===== src/rtl/dnsqp_pkg.sv =====
package dnsqp_pkg;

	localparam logic [2:0] KIND_FLAGS    = 3'd0;
	localparam logic [2:0] KIND_COUNT    = 3'd1;
	localparam logic [2:0] KIND_CHAR     = 3'd2;
	localparam logic [2:0] KIND_NAME_END = 3'd3;
	localparam logic [2:0] KIND_ERROR    = 3'd4;

	localparam logic [7:0] DOT_CHAR      = 8'd46;
	localparam logic [7:0] MAX_LABEL_LEN = 8'd63;
	localparam logic [3:0] HDR_LAST_POS  = 4'd11;
	localparam logic [3:0] HDR_FLAGS_POS = 4'd3;
	localparam logic [3:0] HDR_ID_POS    = 4'd1;
	localparam logic [3:0] HDR_QD_POS    = 4'd5;

	typedef struct packed {
		logic [7:0] data_byte;
		logic       first;
	} item_t;

	typedef struct packed {
		logic [2:0]  kind;
		logic [15:0] msg_id;
		logic        qr;
		logic [3:0]  opcode;
		logic        aa;
		logic        tc;
		logic        rd;
		logic        ra;
		logic [3:0]  rcode;
		logic [1:0]  count_index;
		logic [15:0] count_value;
		logic [7:0]  name_char;
	} result_t;

	typedef struct packed {
		logic    valid;
		result_t data;
	} res_push_t;

endpackage


===== src/rtl/dnsqp_parse.sv =====
module dnsqp_parse (
	input  logic               clk,
	input  logic               arst_n,
	input  logic               item_valid,
	output logic               item_ready,
	input  dnsqp_pkg::item_t   item,
	input  logic               can_take,
	output dnsqp_pkg::res_push_t push
);
	import dnsqp_pkg::*;

	localparam logic [2:0] PH_IDLE   = 3'd0;
	localparam logic [2:0] PH_HEADER = 3'd1;
	localparam logic [2:0] PH_LEN    = 3'd2;
	localparam logic [2:0] PH_LABEL  = 3'd3;
	localparam logic [2:0] PH_DONE   = 3'd4;

	logic        valid_s1;
	item_t       item_s1;

	logic [2:0]  phase_q;
	logic [3:0]  hdr_pos_q;
	logic [7:0]  high_byte_q;
	logic [15:0] held_id_q;
	logic [5:0]  label_rem_q;
	logic        seen_label_q;

	logic [2:0]  phase_d;
	logic [3:0]  hdr_pos_d;
	logic [7:0]  high_byte_d;
	logic [15:0] held_id_d;
	logic [5:0]  label_rem_d;
	logic        seen_label_d;
	logic        has_res;
	result_t     res;
	logic        fire;

	assign fire       = valid_s1 && can_take;
	assign item_ready = !valid_s1 || can_take;

	always_ff @(posedge clk or negedge arst_n) begin
		if (!arst_n) begin
			valid_s1 <= 1'b0;
		end else if (item_ready) begin
			valid_s1 <= item_valid;
		end
	end

	always_ff @(posedge clk) begin
		if (item_valid && item_ready) begin
			item_s1 <= item;
		end
	end

	always_comb begin
		logic [2:0]  ph;
		logic [15:0] word;
		logic [3:0]  cnt_off;
		ph           = item_s1.first ? PH_HEADER : phase_q;
		hdr_pos_d    = item_s1.first ? 4'd0 : hdr_pos_q;
		high_byte_d  = item_s1.first ? 8'd0 : high_byte_q;
		held_id_d    = item_s1.first ? 16'd0 : held_id_q;
		label_rem_d  = item_s1.first ? 6'd0 : label_rem_q;
		seen_label_d = item_s1.first ? 1'b0 : seen_label_q;
		phase_d      = ph;
		has_res      = 1'b0;
		res          = '0;
		word         = {high_byte_d, item_s1.data_byte};
		cnt_off      = hdr_pos_d - HDR_QD_POS;
		unique case (ph)
			PH_HEADER: begin
				hdr_pos_d = hdr_pos_d + 4'd1;
				if (hdr_pos_q == HDR_LAST_POS && !item_s1.first) begin
					phase_d = PH_LEN;
				end
				if (!(item_s1.first ? 1'b0 : hdr_pos_q[0])) begin
					high_byte_d = item_s1.data_byte;
				end else if ((item_s1.first ? 4'd0 : hdr_pos_q) == HDR_ID_POS) begin
					held_id_d = word;
				end else if (hdr_pos_q == HDR_FLAGS_POS) begin
					has_res      = 1'b1;
					res.kind     = KIND_FLAGS;
					res.msg_id   = held_id_d;
					res.qr       = word[15];
					res.opcode   = word[14:11];
					res.aa       = word[10];
					res.tc       = word[9];
					res.rd       = word[8];
					res.ra       = word[7];
					res.rcode    = word[3:0];
				end else begin
					has_res         = 1'b1;
					res.kind        = KIND_COUNT;
					res.count_index = cnt_off[2:1];
					res.count_value = word;
				end
			end
			PH_LEN: begin
				if (item_s1.data_byte == 8'd0) begin
					has_res  = 1'b1;
					res.kind = KIND_NAME_END;
					phase_d  = PH_DONE;
				end else if (item_s1.data_byte > MAX_LABEL_LEN) begin
					has_res  = 1'b1;
					res.kind = KIND_ERROR;
					phase_d  = PH_DONE;
				end else begin
					label_rem_d = item_s1.data_byte[5:0];
					phase_d     = PH_LABEL;
					if (seen_label_d) begin
						has_res       = 1'b1;
						res.kind      = KIND_CHAR;
						res.name_char = DOT_CHAR;
					end
					seen_label_d = 1'b1;
				end
			end
			PH_LABEL: begin
				has_res       = 1'b1;
				res.kind      = KIND_CHAR;
				res.name_char = item_s1.data_byte;
				if (label_rem_d != 6'd0) begin
					label_rem_d = label_rem_d - 6'd1;
				end
				if (label_rem_d == 6'd0) begin
					phase_d = PH_LEN;
				end
			end
			default: begin
				// idle or done: drop the byte
			end
		endcase
	end

	always_ff @(posedge clk or negedge arst_n) begin
		if (!arst_n) begin
			phase_q      <= PH_IDLE;
			hdr_pos_q    <= 4'd0;
			high_byte_q  <= 8'd0;
			held_id_q    <= 16'd0;
			label_rem_q  <= 6'd0;
			seen_label_q <= 1'b0;
		end else if (fire) begin
			phase_q      <= phase_d;
			hdr_pos_q    <= hdr_pos_d;
			high_byte_q  <= high_byte_d;
			held_id_q    <= held_id_d;
			label_rem_q  <= label_rem_d;
			seen_label_q <= seen_label_d;
		end
	end

	assign push.valid = fire && has_res;
	assign push.data  = res;

endmodule


===== src/rtl/dnsqp_out_reg.sv =====
module dnsqp_out_reg (
	input  logic                 clk,
	input  logic                 arst_n,
	input  dnsqp_pkg::res_push_t push,
	output logic                 can_take,
	output logic                 result_valid,
	input  logic                 result_ready,
	output dnsqp_pkg::result_t   result
);
	import dnsqp_pkg::*;

	logic    valid_q;
	result_t data_q;

	assign can_take     = !valid_q || result_ready;
	assign result_valid = valid_q;
	assign result       = data_q;

	always_ff @(posedge clk or negedge arst_n) begin
		if (!arst_n) begin
			valid_q <= 1'b0;
		end else if (push.valid) begin
			valid_q <= 1'b1;
		end else if (result_ready) begin
			valid_q <= 1'b0;
		end
	end

	always_ff @(posedge clk) begin
		if (push.valid) begin
			data_q <= push.data;
		end
	end

endmodule


===== src/rtl/dns_query_header_and_name_parser.sv =====
// Parses a DNS query one byte per transfer: the 12-byte header gives a flags result
// (ID plus decoded QR, opcode, AA, TC, RD, RA, RCODE) and four section count results,
// then each QNAME label byte comes out as a name character, with a dot between labels,
// a name-end result at the zero length byte and an error result for a length above 63.
// Bytes before the first-byte flag, or after name end or error, give no result.
// Sustained rate is one byte per cycle while result_ready is high; a result passes from
// the input register through the result register to the output. item_ready follows
// result_ready combinationally when both stages are full.
module dns_query_header_and_name_parser (
	input  logic               clk,
	input  logic               arst_n,
	input  logic               item_valid,
	output logic               item_ready,
	input  dnsqp_pkg::item_t   item,
	output logic               result_valid,
	input  logic               result_ready,
	output dnsqp_pkg::result_t result
);
	import dnsqp_pkg::*;

	res_push_t push;
	logic      can_take;

	dnsqp_parse u_parse (
		.clk        (clk),
		.arst_n     (arst_n),
		.item_valid (item_valid),
		.item_ready (item_ready),
		.item       (item),
		.can_take   (can_take),
		.push       (push)
	);

	dnsqp_out_reg u_out (
		.clk          (clk),
		.arst_n       (arst_n),
		.push         (push),
		.can_take     (can_take),
		.result_valid (result_valid),
		.result_ready (result_ready),
		.result       (result)
	);

endmodule


===== config.mk =====
export PLATFORM = sky130hd
export DESIGN_NAME = dns_query_header_and_name_parser
export DESIGN_NICKNAME = d
export VERILOG_FILES = /design/src/rtl/dnsqp_pkg.sv /design/src/rtl/dnsqp_parse.sv /design/src/rtl/dnsqp_out_reg.sv /design/src/rtl/dns_query_header_and_name_parser.sv
export SDC_FILE = /design/constraint.sdc
export NUM_CORES = 1
export LEC_CHECK = 0
export BUFFER_PORTS_ARGS = -buffer_cell sky130_fd_sc_hd__buf_2
export CAP_MARGIN = 30
export CORE_UTILIZATION = 41
export CTS_CLUSTER_DIAMETER = 50
export DETAILED_ROUTE_END_ITERATION = 8
export PLACE_DENSITY = 0.74
export SLEW_MARGIN = 10
export SYNTH_ARGS = -nofsm -noshare
export SYNTH_HDL_FRONTEND = slang
export SYNTH_SLANG_ARGS = --single-unit

===== constraint.sdc =====
create_clock -name clk -period 4.2 [get_ports clk]
set_clock_uncertainty 0.1 [all_clocks]
set_input_delay 0.42 -clock clk [delete_from_list [all_inputs] [get_ports clk]]
set_output_delay 0.42 -clock clk [all_outputs]
set_load 0.02 [all_outputs]

==> reports/qor.yml, run 1 <==
worst_setup_path:
  worst-r2r-cell-count: 9
  worstPathRequired_ns: 4.16
  r2r_slack_ns: 1.22
  r2r_start: "u_parse.item_s1[0]"
  worstPathArrival_ns: 2.94
  end_kind: "flip-flop"
  critPathLaunchType: "flip-flop"
  r2r_end: "u_out.result[45]"
  critical_path_class: "reg -> reg"
  path_max_fanout: 29
cts:
  root_buffer: "clkbuf_8"
  cts_tree: "yes"
  clk_path_buf_depth: 2
  h-tree-depth: 3
  cts_resized: 0
  numCtsBuffers: 9
  cts.reportedPaths.clkPinSlew_ns: 0.10
  clock_sinks: 107
  clkLatencyLatePin_ns: 0.38
  cts_setup_buffers: 0
  ctsHoldBuffers: 0
sta:
  worstMarginPinSlew_ns: 0.825
  max_freq_mhz: 336
  period_needed_ns: 2.98
  hold_viol_final: 0
  relSlewSlack: 0.449
  setup_tns_ns: 0
  worst_slack_ns: 1.22
  setup_violations: 0
  rsz0062_at_grt: "false"
  period_share: 0.710
  report.final.slew_viol_count: 0
power:
  power_frac_comb: 0.280
  seqPwrFrac: 0.526
  power.switching_w: 0.00105
  switching_share: 0.355
  internal-power_w: 0.00191
  leakage_nw: 2.22
  peakVddDrop_uv: 252
  finalPower_w: 0.00296
  power.density_nw_per_um2: 554
  p_clk_frac: 0.194
finish:
  final_common_cell: "buf_2"
  antenna_cells: 0
  regArea_sq_um: 3010
  multiInputGateArea_sq_um: 1520
  area_delta_synth_final_pct: 15.7
  mostFrequentLayoutCells: "buf_2 (72), edfxtp_1 (67), and2_1 (41)"
  drive_above_1_share: 0.271
  fillCellCount: 950
  stdcell_count: 579
  postLayoutCellArea_sq_um: 5340
  fin_nets: 452
synth:
  ys_seq_elements: 107
  synth-main-ff-cell: "edfxtp_1"
  async_flop_share: 0.374
  synth_nets: 379
  synth.avg_cell_area_sq_um: 12.8
  synth-edff-count: 67
  ys_seq_area_frac: 0.652
  synth_area_sq_um: 4620
  synth_cell_types: 54
  synth_cells: 361
  yosysWarnings: 0
floorplan:
  num_rows: 38
  die_area_sq_um: 11700
  initial_core_util: 0.424
  die_x_um: 108
  io_pins: 73
  core_sq_um: 10900
  chipHeight_um: 108
place:
  gp_congestion: 0.939
  dp_slack_ns: 1.28
  place_hpwl_um: 7110
  dpl_cell_area_sq_um: 5130
  dp_cells: 561
  portBuffers: 72
global_route:
  grt.total_usage: 0.188
  first_global_vias: 3182
  grt_pass1_wl_um: 16500
  grt_max_degree: 41
  antenna_found_initial: 0
  gr-total-overflow: 0
min_path:
  whs_endpoint: "u_parse.item_s1[2]"
  worstHoldStart: "item[2]"
  hold_path.class: "in -> reg"
  hold_depth: 1
drt:
  wl_per_cell_um: 17.4
  vias: 3260
  ant_nets: 0
  first_iter_violations: 244
  drtPass1Iterations: 5
  viasPerCell: 5.63
  wl_um: 10100
  drc: 0
outcome:
  status: "complete, no violations"
job:
  maxCapViolCount: 0
power groups by stage:
stage               Combinational, W  Clock [W]  Sequential (W)
finish                      0.000829   0.000574         0.00156
global route                0.000907   0.000629         0.00159
CTS                         0.000826   0.000587         0.00156
detailed placement          0.000823          0         0.00158
global placement            0.000805          0         0.00157
floorplan                   0.000474          0         0.00165
critical path: stages, from the launching register on:
cell	delay, ns
edfxtp_1	0.52
inv_2	0.18
nand2_1	0.15
inv_2	0.09
ha_1	0.26
nand2_1	0.07
nand2_1	0.09
o21a_1	0.16
nor2_4	0.64
buf_4	0.38
Yosys cell counts (all sizes together) (3+ instances only):
cell | instances | area share
a22o | 11 | 0.021
and3 | 14 | 0.019
mux2 | 10 | 0.024
and2 | 42 | 0.057
o21ai | 20 | 0.022
nand2 | 39 | 0.032
edfxtp | 67 | 0.44
nand3 | 6 | 0.0065
nor3 | 7 | 0.0087
nand4 | 3 | 0.0054
nand2b | 3 | 0.0041
dfrtp | 40 | 0.22
a21oi | 7 | 0.0076
inv | 7 | 0.0057
clkbuf | 8 | 0.0065
nor2 | 14 | 0.015
ha | 5 | 0.014
o22ai | 3 | 0.0041
buf | 9 | 0.010
a22oi | 11 | 0.018
through the flow:
stage          utilization  hold WS, ns
2_1_floorplan            -       0.0244
3_3_place_gp         0.471        0.380
3_5_place_dp         0.471        0.380
4_1_cts              0.487       0.0934
5_1_grt              0.491       0.0998
6_report             0.491        0.112
kinds of logic after synthesis:
group | count (synthesis) | share of synthesized area
buffers and inverters | 24 | 0.0225
XOR/XNOR | 3 | 0.00569
AO/OA/AOI/OAI | 73 | 0.115
multiplexers | 10 | 0.0244
AND/OR/NAND/NOR | 139 | 0.167
adder cells (fa/ha/maj) | 5 | 0.0135
flip-flops | 107 | 0.652
registers in the layout (all words and copies together) (netlist names):
name / flops
u_out.result: 58
u_parse.item_s1: 9
u_parse.held_id_q: 16
u_parse.high_byte_q: 8
u_parse.phase_q: 3
u_parse.hdr_pos_q: 4
u_out.result_valid: 1
u_parse.seen_label_q: 1
u_parse.label_rem_q: 6
u_parse.valid_s1: 1
final cells by class:
| type | instances | share of cell area |
|---|---|---|
| clock buffers | 10 | 0.0239 |
| clock inverters | 6 | 0.00937 |
| inverters | 7 | 0.00492 |
| multi-input cells | 230 | 0.284 |
| flip-flops and latches | 107 | 0.564 |
| well taps | 140 | 0.0328 |
| repair buffers | 79 | 0.0815 |
metal layers:
metal | GRT usage | routed length [um] | vias up
met5 | 0 | 0 | -
met4 | 0.0783 | 220 | 0
met3 | 0.0482 | 779 | 27
met2 | 0.283 | 4570 | 160
met1 | 0.257 | 4500 | 1598
li1 | - | - | 1475
how the worst max path moves through the flow:
stage,startpoint,end,cells past startpoint
after floorplan,u_parse.item_s1[0],u_out.result[0],8
after global placement,u_parse.item_s1[0],u_out.result[21],9
after detailed placement,u_parse.item_s1[0],u_out.result[2],9
after CTS,u_parse.item_s1[0],u_out.result[27],9
after global routing,u_parse.item_s1[0],u_out.result[45],9
final,u_parse.item_s1[0],u_out.result[45],9
Note: power is estimated with default switching activity, not from simulation.
==> run 2, diff against run 1 <==
--- a/config.mk
+++ b/config.mk
@@ -10,7 +10,7 @@
 export CORE_UTILIZATION = 41
 export CTS_CLUSTER_DIAMETER = 50
 export DETAILED_ROUTE_END_ITERATION = 8
-export PLACE_DENSITY = 0.74
+export PLACE_DENSITY = 0.72
 export SLEW_MARGIN = 10
 export SYNTH_ARGS = -nofsm -noshare
 export SYNTH_HDL_FRONTEND = slang
==> constraint.sdc (replaced) <==
create_clock -name clk -period 2.9 [get_ports clk]
set_clock_uncertainty 0.1 [all_clocks]
set_input_delay 0.29 -clock clk [delete_from_list [all_inputs] [get_ports clk]]
set_output_delay 0.29 -clock clk [all_outputs]
set_load 0.02 [all_outputs]
==> run 2 against run 1 <==
Maximum frequency increased by 22%. Clock-buffer cell count unchanged. Final area increased by 2.2%. Via count decreased by 0.95%. Hold slack got worse by 0.093 ns.
==> reports/qor.yml, run 2 (synthesis gave the netlist of run 1 again) <==
outcome:
  status: "complete, no violations"
cts:
  cts.reportedPaths.clkPinSlew_ns: 0.10
  cts_setup_buffers: 0
  numCtsBuffers: 9
  h-tree-depth: 3
  root_buffer: "clkbuf_8"
  clkLatencyLatePin_ns: 0.36
  cts_tree: "yes"
  clock_sinks: 107
  clk_path_buf_depth: 2
floorplan:
  chipHeight_um: 108
  io_pins: 73
  die_x_um: 108
  core_sq_um: 10900
  initial_core_util: 0.424
  die_area_sq_um: 11700
  num_rows: 38
worst_setup_path:
  cp_top_family: "simple AND/OR/NAND/NOR gates"
  worstPathRequired_ns: 3.09
  crit_path_frequent_cell: "inv_2"
  slowest_stage: "nor2_2"
  max_stage_delay_ns: 0.55
  cp_num_buf_inv: 2
  critical_path_class: "reg -> reg"
  end_kind: "flip-flop"
  worstPathArrival_ns: 2.64
  cp_cell_sequence: "inv_2 -> nand2_1 -> inv_2 -> ha_1 -> nand4_2 -> nor2_2 -> a22oi_1 -> o21ai_0"
  critPathLaunchType: "flip-flop"
  path_max_fanout: 16
place:
  gp_congestion: 0.955
  place_hpwl_um: 7040
  dp_cells: 566
  portBuffers: 72
drt:
  drtPass1Iterations: 5
  drc: 0
  first_iter_violations: 244
  vias: 3229
  viasPerCell: 5.45
  wl_per_cell_um: 17.2
  wl_um: 10200
  ant_nets: 0
power:
  peakVddDrop_uv: 359
  power.density_nw_per_um2: 794
  finalPower_w: 0.00434
  leakage_nw: 2.27
global_route:
  gr-total-overflow: 0
  grt.total_usage: 0.184
  first_global_vias: 2949
  antenna_found_initial: 0
  grt_pass1_wl_um: 16000
  grt_max_degree: 41
sta:
  report.final.slew_viol_count: 0
  setup_tns_ns: 0
  period_share: 0.845
  max_freq_mhz: 408
  worstMarginPinSlew_ns: 0.670
  hold_viol_final: 0
  relSlewSlack: 0.553
  setup_violations: 0
  rsz0062_at_grt: "false"
  period_needed_ns: 2.45
min_path:
  hold_path.class: "in -> reg"
finish:
  area_delta_synth_final_pct: 18.2
  largest_register_ffs: 58
  mostFrequentLayoutCells: "buf_2 (72), edfxtp_1 (67), and2_1 (41)"
  fin_nets: 465
  post-route-util: 0.502
  drive_above_1_share: 0.274
  stdcell_count: 592
  final_common_cell: "buf_2"
  antenna_cells: 0
job:
  maxCapViolCount: 0
## run 2: cell count changes in the layout (fill, tap and decap cells not counted), sizes merged
cell / change
clkinv: -2
buf: +5
dlygate4sd3: +8
inv: +1
clkinvlp: +1
## run 2: final cells by class
class | instances | area [sq um]
Clock buffer | 10 | 128
Clock inverter | 6 | 57.6
Fill cell | 965 | 5430
Inverter | 7 | 26.3
Multi-Input combinational cell | 230 | 1520
Sequential cell | 107 | 3010
Tap cell | 140 | 175
Timing Repair Buffer | 92 | 546
## run 2: power by group
group / total [W] / switching, W / internal, W
clock: 0.000842 / 0.000514 / 0.000327
sequential: 0.00225 / 0.000234 / 0.00202
combinational: 0.00125 / 0.000785 / 0.000462
## run 2: timing repair
| item | CTS | global route |
|---|---|---|
| resized for setup | 0 | 0 |
| hold endpoints to repair | 48 | 0 |
| hold buffers | 9 | 0 |
## run 2: worst paths after layout
kind	cells after the start	startpoint	slack [ns]	to
worst max register to register	8	u_parse.item_s1[0]	0.45	u_parse.held_id_q[12]
min in group asynchronous	2	arst_n	0.22	u_parse.held_id_q[6]
max in group asynchronous	3	arst_n	2.03	u_parse.high_byte_q[1]
worst min-delay path	2	item_valid	0.02	u_parse.valid_s1
worst min register to register	1	u_parse.held_id_q[3]	0.40	u_parse.held_id_q[3]
worst max-delay path	8	u_parse.item_s1[0]	0.45	u_parse.held_id_q[12]
## run 2: layer usage
layer	GRT usage	wire length (um)	up-vias
met1	0.256	4440	1536
met4	0.0626	219	0
li1	-	-	1504
met2	0.287	4630	166
met3	0.0398	892	23
met5	0	0	-
## run 2: metrics by stage
stage	setup WS [ns]	area, sq um	hold slack, ns
after CTS	0.441	5440	0.00621
after global placement	0.548	5170	0.358
after detailed placement	0.470	5170	0.368
after global routing	0.179	5460	0.0193
final	0.449	5460	0.0194
after floorplan	0.110	4630	-0.106
## run 2: worst register-to-register path: stages (launching register included)
cell and delay (ns):
edfxtp_1 0.50, inv_2 0.23, nand2_1 0.15, inv_2 0.15
ha_1 0.24, nand4_2 0.12, nor2_2 0.55, a22oi_1 0.15
o21ai_0 0.19
